<file path="config.mk">
export PLATFORM = sky130hd
export DESIGN_NAME = assembly_mnemonic_lexer
export DESIGN_NICKNAME = d
export VERILOG_FILES = /design/src/rtl/aml_pkg.sv /design/src/rtl/assembly_mnemonic_lexer.sv
export VERILOG_INCLUDE_DIRS = /design/src /design/src/rtl
export SDC_FILE = /design/constraint.sdc
export NUM_CORES = 1
export LEC_CHECK = 0
export ABC_AREA = 1
export BUFFER_PORTS_ARGS = -buffer_cell sky130_fd_sc_hd__buf_2
export CAP_MARGIN = 20
export CORE_MARGIN = 4
export CORE_UTILIZATION = 45
export CTS_BUF_LIST = sky130_fd_sc_hd__clkbuf_2 sky130_fd_sc_hd__clkbuf_4 sky130_fd_sc_hd__clkbuf_8
export CTS_CLUSTER_SIZE = 25
export DETAILED_ROUTE_END_ITERATION = 8
export PLACE_DENSITY = 0.65
export SYNTH_ARGS = -nofsm -noshare
export SYNTH_HDL_FRONTEND = slang
export SYNTH_SLANG_ARGS = --single-unit
</file>
<file path="constraint.sdc">
create_clock -name clk -period 6.94 [get_ports clk]
set_input_delay 0.347 -clock clk [delete_from_list [all_inputs] [get_ports clk]]
set_output_delay 0.347 -clock clk [all_outputs]
set_load 0.01 [all_outputs]
</file>
<file path="src/rtl/assembly_mnemonic_lexer_macros.svh">
// Assertion macros for the mnemonic lexer.
`ifndef ASSEMBLY_MNEMONIC_LEXER_MACROS_SVH
`define ASSEMBLY_MNEMONIC_LEXER_MACROS_SVH

`ifndef SYNTHESIS

// Same-cycle implication, disabled during reset.
`define AML_ASSERT_NOW(lbl, clk, rst_n, ante, cons, msg) \
    lbl: assert property (@(posedge clk) disable iff (!rst_n) (ante) |-> (cons)) \
        else $error(msg);

// Next-cycle implication, disabled during reset.
`define AML_ASSERT_NEXT(lbl, clk, rst_n, ante, cons, msg) \
    lbl: assert property (@(posedge clk) disable iff (!rst_n) (ante) |=> (cons)) \
        else $error(msg);

`else

`define AML_ASSERT_NOW(lbl, clk, rst_n, ante, cons, msg)
`define AML_ASSERT_NEXT(lbl, clk, rst_n, ante, cons, msg)

`endif

`endif

</file>
<file path="src/rtl/aml_pkg.sv">
package aml_pkg;

    // Token kinds
    localparam logic [1:0] KIND_NUMBER   = 2'd0;
    localparam logic [1:0] KIND_MNEMONIC = 2'd1;
    localparam logic [1:0] KIND_UNKNOWN  = 2'd2;
    localparam logic [1:0] KIND_BAD      = 2'd3;

    // Class of a word's first byte
    localparam logic [1:0] CLASS_DIGIT  = 2'd0;
    localparam logic [1:0] CLASS_LETTER = 2'd1;
    localparam logic [1:0] CLASS_OTHER  = 2'd2;

    // Separator bytes
    localparam logic [7:0] CHAR_SPACE   = 8'h20;
    localparam logic [7:0] CHAR_TAB     = 8'h09;
    localparam logic [7:0] CHAR_NEWLINE = 8'h0A;

    localparam int MNEM_COUNT = 11;

    // HLT ADD SUB STA LDA BRA BRZ BRP INP OUT DAT, first letter highest
    localparam logic [23:0] MNEM_TABLE [MNEM_COUNT] = '{
        24'h484C54, 24'h414444, 24'h535542, 24'h535441,
        24'h4C4441, 24'h425241, 24'h42525A, 24'h425250,
        24'h494E50, 24'h4F5554, 24'h444154
    };

    typedef struct packed {
        logic [7:0] char_code;
        logic       end_of_text;
    } char_item_t;

    typedef struct packed {
        logic [1:0]  token_kind;
        logic [15:0] number_value;
        logic [3:0]  mnemonic_index;
        logic        final_token;
    } token_item_t;

    typedef struct packed {
        logic       hit;
        logic [3:0] index;
    } mnem_match_t;

    // Exact lookup of three stored letters in the mnemonic table
    function automatic mnem_match_t mnem_lookup(input logic [23:0] letters);
        mnem_match_t m;
        m.hit   = 1'b0;
        m.index = '0;
        for (int i = 0; i < MNEM_COUNT; i++)
        begin
            if (!m.hit && letters == MNEM_TABLE[i])
            begin
                m.hit   = 1'b1;
                m.index = 4'(i);
            end
        end
        return m;
    endfunction

endpackage

</file>
<file path="src/rtl/assembly_mnemonic_lexer.sv">
// Mnemonic lexer: takes one source byte per cycle on the char channel and
// emits one token per finished word on the token channel. Every byte is
// handled by the combinational word-state update; a token appears in the
// output register the cycle after the byte that closes its word, and a new
// byte is taken in the same cycle that a waiting token is taken, so the
// sustained rate is one byte per cycle. The byte path stalls only while a
// token sits unaccepted in the output register.
`include "assembly_mnemonic_lexer_macros.svh"

module assembly_mnemonic_lexer #(
    parameter int VALUE_BITS = 16
) (
    input  logic                 clk,
    input  logic                 rst_n,
    input  logic                 char_valid,
    output logic                 char_ready,
    input  aml_pkg::char_item_t  char_item,
    output logic                 token_valid,
    input  logic                 token_ready,
    output aml_pkg::token_item_t token_item
);
    import aml_pkg::*;

    // Stored value width, capped by the 16-bit result field
    localparam int LIM_BITS = (VALUE_BITS > 16) ? 16 : VALUE_BITS;
    localparam int PROD_BITS = LIM_BITS + 4;
    localparam logic [PROD_BITS-1:0] LIMIT = {4'b0, {LIM_BITS{1'b1}}};

    // Word state
    logic                inside_word_reg, inside_word_next;
    logic [1:0]          class_reg, class_next;
    logic [23:0]         letters_reg, letters_next;
    logic [2:0]          count_reg, count_next;
    logic [LIM_BITS-1:0] digit_reg, digit_next;
    logic                open_reg, open_next;

    // Output register
    logic        token_valid_reg;
    token_item_t token_item_reg;

    logic        accept;
    logic        sep;
    logic        is_digit;
    logic        is_upper;
    logic        emit;
    logic        fin;
    token_item_t result;
    mnem_match_t match;

    // Word view used for emission (updated state, or held state on a separator)
    logic [1:0]          w_class;
    logic [23:0]         w_letters;
    logic [2:0]          w_count;
    logic [LIM_BITS-1:0] w_digit;

    // Intermediate word state after a possible new-word start
    logic [23:0]          b_letters;
    logic [2:0]           b_count;
    logic [LIM_BITS-1:0]  b_digit;
    logic                 b_open;
    logic [PROD_BITS-1:0] prod;

    assign char_ready  = !token_valid_reg || token_ready;
    assign accept      = char_valid && char_ready;
    assign token_valid = token_valid_reg;
    assign token_item  = token_item_reg;

    // Byte classification
    always_comb
    begin
        sep = (char_item.char_code == CHAR_SPACE) || (char_item.char_code == CHAR_TAB)
              || (char_item.char_code == CHAR_NEWLINE);
        is_digit = (char_item.char_code >= 8'h30) && (char_item.char_code <= 8'h39);
        is_upper = (char_item.char_code >= 8'h41) && (char_item.char_code <= 8'h5A);
    end

    // Word-state update for one byte
    always_comb
    begin
        class_next = class_reg;
        b_letters  = letters_reg;
        b_count    = count_reg;
        b_digit    = digit_reg;
        b_open     = open_reg;
        if (!inside_word_reg)
        begin
            if (is_digit)
                class_next = CLASS_DIGIT;
            else if (is_upper)
                class_next = CLASS_LETTER;
            else
                class_next = CLASS_OTHER;
            b_letters = '0;
            b_count   = '0;
            b_digit   = '0;
            b_open    = 1'b1;
        end

        // Times ten plus digit, saturated
        prod = ({4'b0, b_digit} << 3) + ({4'b0, b_digit} << 1)
               + PROD_BITS'(char_item.char_code[3:0]);
        if (b_open && is_digit)
        begin
            digit_next = (prod > LIMIT) ? LIMIT[LIM_BITS-1:0] : prod[LIM_BITS-1:0];
            open_next  = 1'b1;
        end
        else
        begin
            digit_next = b_digit;
            open_next  = 1'b0;
        end

        if (b_count < 3'd3)
        begin
            letters_next = {b_letters[15:0], char_item.char_code};
            count_next   = b_count + 3'd1;
        end
        else
        begin
            letters_next = b_letters;
            count_next   = 3'd4;
        end
    end

    // Token formation
    always_comb
    begin
        if (sep)
        begin
            w_class   = class_reg;
            w_letters = letters_reg;
            w_count   = count_reg;
            w_digit   = digit_reg;
        end
        else
        begin
            w_class   = class_next;
            w_letters = letters_next;
            w_count   = count_next;
            w_digit   = digit_next;
        end
        match = mnem_lookup(w_letters);
        fin   = char_item.end_of_text;

        result.token_kind     = KIND_BAD;
        result.number_value   = '0;
        result.mnemonic_index = '0;
        result.final_token    = fin;
        if (sep && !inside_word_reg)
        begin
            result.token_kind = KIND_BAD;
        end
        else
        begin
            unique case (w_class)
                CLASS_DIGIT:
                begin
                    result.token_kind   = KIND_NUMBER;
                    result.number_value = 16'(w_digit);
                end
                CLASS_LETTER:
                begin
                    if (w_count == 3'd3 && match.hit)
                    begin
                        result.token_kind     = KIND_MNEMONIC;
                        result.mnemonic_index = match.index;
                    end
                    else
                    begin
                        result.token_kind = KIND_UNKNOWN;
                    end
                end
                default:
                begin
                    result.token_kind = KIND_BAD;
                end
            endcase
        end

        emit = fin || (sep && inside_word_reg);
        inside_word_next = !sep && !fin;
    end

    // State and output registers
    always_ff @(posedge clk or negedge rst_n)
    begin
        if (!rst_n)
        begin
            inside_word_reg <= 1'b0;
            class_reg       <= '0;
            letters_reg     <= '0;
            count_reg       <= '0;
            digit_reg       <= '0;
            open_reg        <= 1'b0;
            token_valid_reg <= 1'b0;
        end
        else
        begin
            if (accept)
            begin
                inside_word_reg <= inside_word_next;
                if (!sep)
                begin
                    class_reg   <= class_next;
                    letters_reg <= letters_next;
                    count_reg   <= count_next;
                    digit_reg   <= digit_next;
                    open_reg    <= open_next;
                end
            end
            if (accept && emit)
                token_valid_reg <= 1'b1;
            else if (token_ready)
                token_valid_reg <= 1'b0;
        end
    end

    // Output payload, no reset
    always_ff @(posedge clk)
    begin
        if (accept && emit)
            token_item_reg <= result;
    end

    // Checks
    `AML_ASSERT_NOW(a_value_only_number, clk, rst_n,
        token_valid && token_item.token_kind != KIND_NUMBER,
        token_item.number_value == 16'd0, "number value set on a non-number token")
    `AML_ASSERT_NOW(a_index_only_mnem, clk, rst_n,
        token_valid && token_item.token_kind != KIND_MNEMONIC,
        token_item.mnemonic_index == 4'd0, "mnemonic index set on a non-mnemonic token")
    `AML_ASSERT_NEXT(a_eot_closes, clk, rst_n,
        accept && char_item.end_of_text,
        token_valid && token_item.final_token && !inside_word_reg,
        "end of text did not close the word with a final token")
    `AML_ASSERT_NEXT(a_word_byte_opens, clk, rst_n,
        accept && !sep && !char_item.end_of_text,
        inside_word_reg, "word byte did not leave a word pending")

endmodule

</file>
==> impl_metrics.yaml <==
global_route:
  grt_pass1_vias: 4898
  grt_pass1_wl_mm: 25.24
  grt_busiest_layer: "met1"
  grtUsageMet3_pct: 5.796
  grt_start_max_net_pins: 67
  overflow: 0
  antenna_found_initial: 0
  met1_usage_pct: 33.83
  grt_util_all_layers_pct: 21.72
  met2_usage_pct: 29.34
synth:
  synth_xor_area_share_pct: 1.715
  synth_top_area_share_pct: 21.39
  yosysTopAreaCell: "dfrtp_1"
  synth_warnings: 0
  synth.area.top_cells: "dfrtp_1 21%, nand2_1 17%, edfxtp_1 12%, ha_1 7.1%, nand3_1 5.7%"
  synth-simple-area-share_pct: 34.35
  ys_seq_elements: 71
  synth_cell_types: 54
  synth_area_mm2: 0.005617
  synth-compound-area-share_pct: 14.17
  muxShareOfSynthArea_pct: 0
  synth_most_common_cell: "nand2_1"
  syn_nets: 850
  syn_inst: 803
  synthAdderAreaFrac_pct: 7.841
  synth_edf_count: 23
  synthFlopType: "dfrtp_1"
  synth_commonest_cells: "249 x nand2_1, 73 x inv_1, 69 x nor2_1"
  syn_area_per_cell_um2: 6.995
  synthArstFlopShare_pct: 67.61
  synth_top_family_by_area: "simple AND/OR/NAND/NOR gates"
  ys_seq_area_share_pct: 33.68
place:
  io_buffer_count: 37
  placedInstanceArea_mm2: 0.005928
  gp_congestion: 0.8751
  dp_slack_ns: 2.727
  dp_hpwl_mm: 11.28
detailed_routing:
  drc: 0
  detail_route.wl_per_cell_um: 15.36
  routed_wl_mm: 15.38
  dr.pass1.iters: 5
  drtIter0Drc: 543
  viasPerCell: 5.389
  final_antenna_net_count: 0
  vias: 5394
critical_path:
  cp.required_ns: 7.01
  cpMostUsedCell: "nand2_1"
  critPathBufInv: 2
  crit_path_end_kind: "flip-flop"
  cp_top_family: "simple AND/OR/NAND/NOR gates"
  critPathKind: "reg -> reg"
  slowest_stage: "dfrtp_1"
  worstPathMaxFanout: 31
  cpPeakStageDelay_ns: 0.63
  arrival_ns: 4.38
  crit_chain: "buf_4, nand2_1, inv_1, ha_1, ha_1, nand3_1, nand2_1, nand2_1, nand2_1, o21ai_0, o21ai_2, a31oi_1, o21ai_1, nand3_1, nand3_1, nand2_1, nor2_4, nand3_1, nand2_1, a21oi_1"
  critPathLaunchType: "flip-flop"
cells_and_area:
  finalNetCount: 875
  ff_latch_area_mm2: 0.001892
  drive_gt1_share_pct: 12.36
  largest_reg_flops: 24
  fin_area_mm2: 0.006160
  fill_cells: 1227
  diodes: 0
  multi_input_area_mm2: 0.003268
  syn2layout_area_growth_pct: 9.668
timing:
  holdWs_ns: 0.1192
  final-setup-viol-count: 0
  fin_skew_ns: 0.01285
  grt_setup_unrepaired: "no"
  worst_slack_ns: 2.636
  maxSlewHeadroom_pct: 51.06
  finalCritPeriodShare_pct: 62.02
  fin_tns_setup_ns: 0
  fmax_mhz: 232.3
  min_period_ns: 4.304
  drv_slew: 0
  tightest_slew_ns: 0.7314
  timing.final.hold_violations: 0
clocking:
  clkLatencyLatePin_ns: 0.36
  clockBufferDepth: 2
  cts_tree: "done"
  clkSinkCount: 71
  postCtsSetupBuffers: 0
  cts_buffers: 9
  holdBufCountCts: 0
  htree_num_levels: 3
  path_clk_slew_ns: 0.09
  ctsResizeCount: 0
  cts-root-buf: "clkbuf_8"
floorplan:
  die-area_mm2: 0.01433
  placementRows: 40
  die_width_um: 119.7
  coreArea_mm2: 0.01211
  initial_core_util_pct: 46.37
  fp.dieH_um: 119.7
  num_io_pins: 38
flow_run:
  maxCapViolCount: 0
power:
  cellLeakagePower_nw: 3.063
  power.total_w: 0.001214
  power_density_mw_per_mm2: 197.2
  max-vdd-ir-drop_v: 0.0001108
run_status:
  status: "completed"
min_path:
  holdCritPathClass: "in -> async"
## metrics by stage
| step | instances | util (%) |
|---|---|---|
| floorplan | 803 | - |
| global placement | 982 | 48.63 |
| detailed placement | 984 | 48.95 |
| CTS | 1000 | 50.69 |
| global route | 1001 | 50.86 |
| finish | 1001 | 50.86 |
## cells by family after synthesis
logic type,Yosys count
AOI/OAI and AO/OA,144
xor gates and xnor gates,11
adders and majority gates,34
DFF,71
buffers and inverters,110
and+or+nand+nor,433
## worst reg2reg max path, stage by stage, from the launching register on
cell	delay [ns]
dfrtp_1	0.63
buf_4	0.43
nand2_1	0.15
inv_1	0.13
ha_1	0.24
ha_1	0.37
nand3_1	0.09
nand2_1	0.08
nand2_1	0.07
nand2_1	0.06
o21ai_0	0.14
o21ai_2	0.22
a31oi_1	0.15
o21ai_1	0.25
nand3_1	0.14
nand3_1	0.09
nand2_1	0.08
nor2_4	0.37
nand3_1	0.14
nand2_1	0.11
a21oi_1	0.08
## report_power, final
group | internal, W | total, W | switching, W
registers | 0.000480 | 0.000519 | 0.0000384
logic | 0.0000992 | 0.000329 | 0.000230
clock network | 0.000199 | 0.000367 | 0.000168
## worst paths after layout
path	startpoint	cells after the start	to	slack [ns]
min in group clk	char_item[0]	2	inside_word_reg	0.27
max in group asynchronous	rst_n	2	digit_reg[6]	6.32
max	inside_word_reg	20	token_item[6]	2.64
min	rst_n	2	open_reg	0.12
min reg2reg	letters_reg[20]	2	letters_reg[20]	0.49
max reg2reg	inside_word_reg	20	token_item[6]	2.64
## cell type report
class                      instances  area share (%)
tap                              168           3.413
multi-input combinational        622           53.06
timing repair buffer              45           4.570
sequential                        71           30.71
clock inverter                     7           1.422
inverter                          79           4.814
clock buffer                       9           2.011
## placed cells by master (no fill, tap or decap), types with 2 or more instances in the layout
cell,n
clkinv_1,3
o21ai_0,56
nor3_1,5
ha_1,32
nand4_1,5
a21oi_2,2
clkinvlp_4,2
dfrtp_1,48
nor2_2,11
nand3_1,64
a21oi_1,51
nor2_1,68
nor2_4,3
edfxtp_1,23
o21ai_1,10
nand4_2,2
nand2_4,2
nor3b_1,4
o2111ai_1,2
inv_2,5
xnor2_1,2
buf_2,37
nand2_2,8
o21ai_2,4
nand3_4,2
o22ai_1,2
buf_4,5
clkbuf_8,9
inv_1,73
a31oi_1,6
nor4_1,2
o211ai_1,2
bufinv_16,2
xor2_1,9
nand2_1,249
fa_1,2
## per-layer routing
| metal | part of all wire, % | routed length [um] | vias up |
|---|---|---|---|
| li1 | - | - | 2700 |
| met1 | 49 | 7498 | 2423 |
| met2 | 40 | 6182 | 251 |
| met3 | 9.9 | 1525 | 20 |
| met4 | 1.1 | 169 | 0 |
| met5 | 0 | 0 | - |
Note: power is estimated with default switching activity, not from simulation.
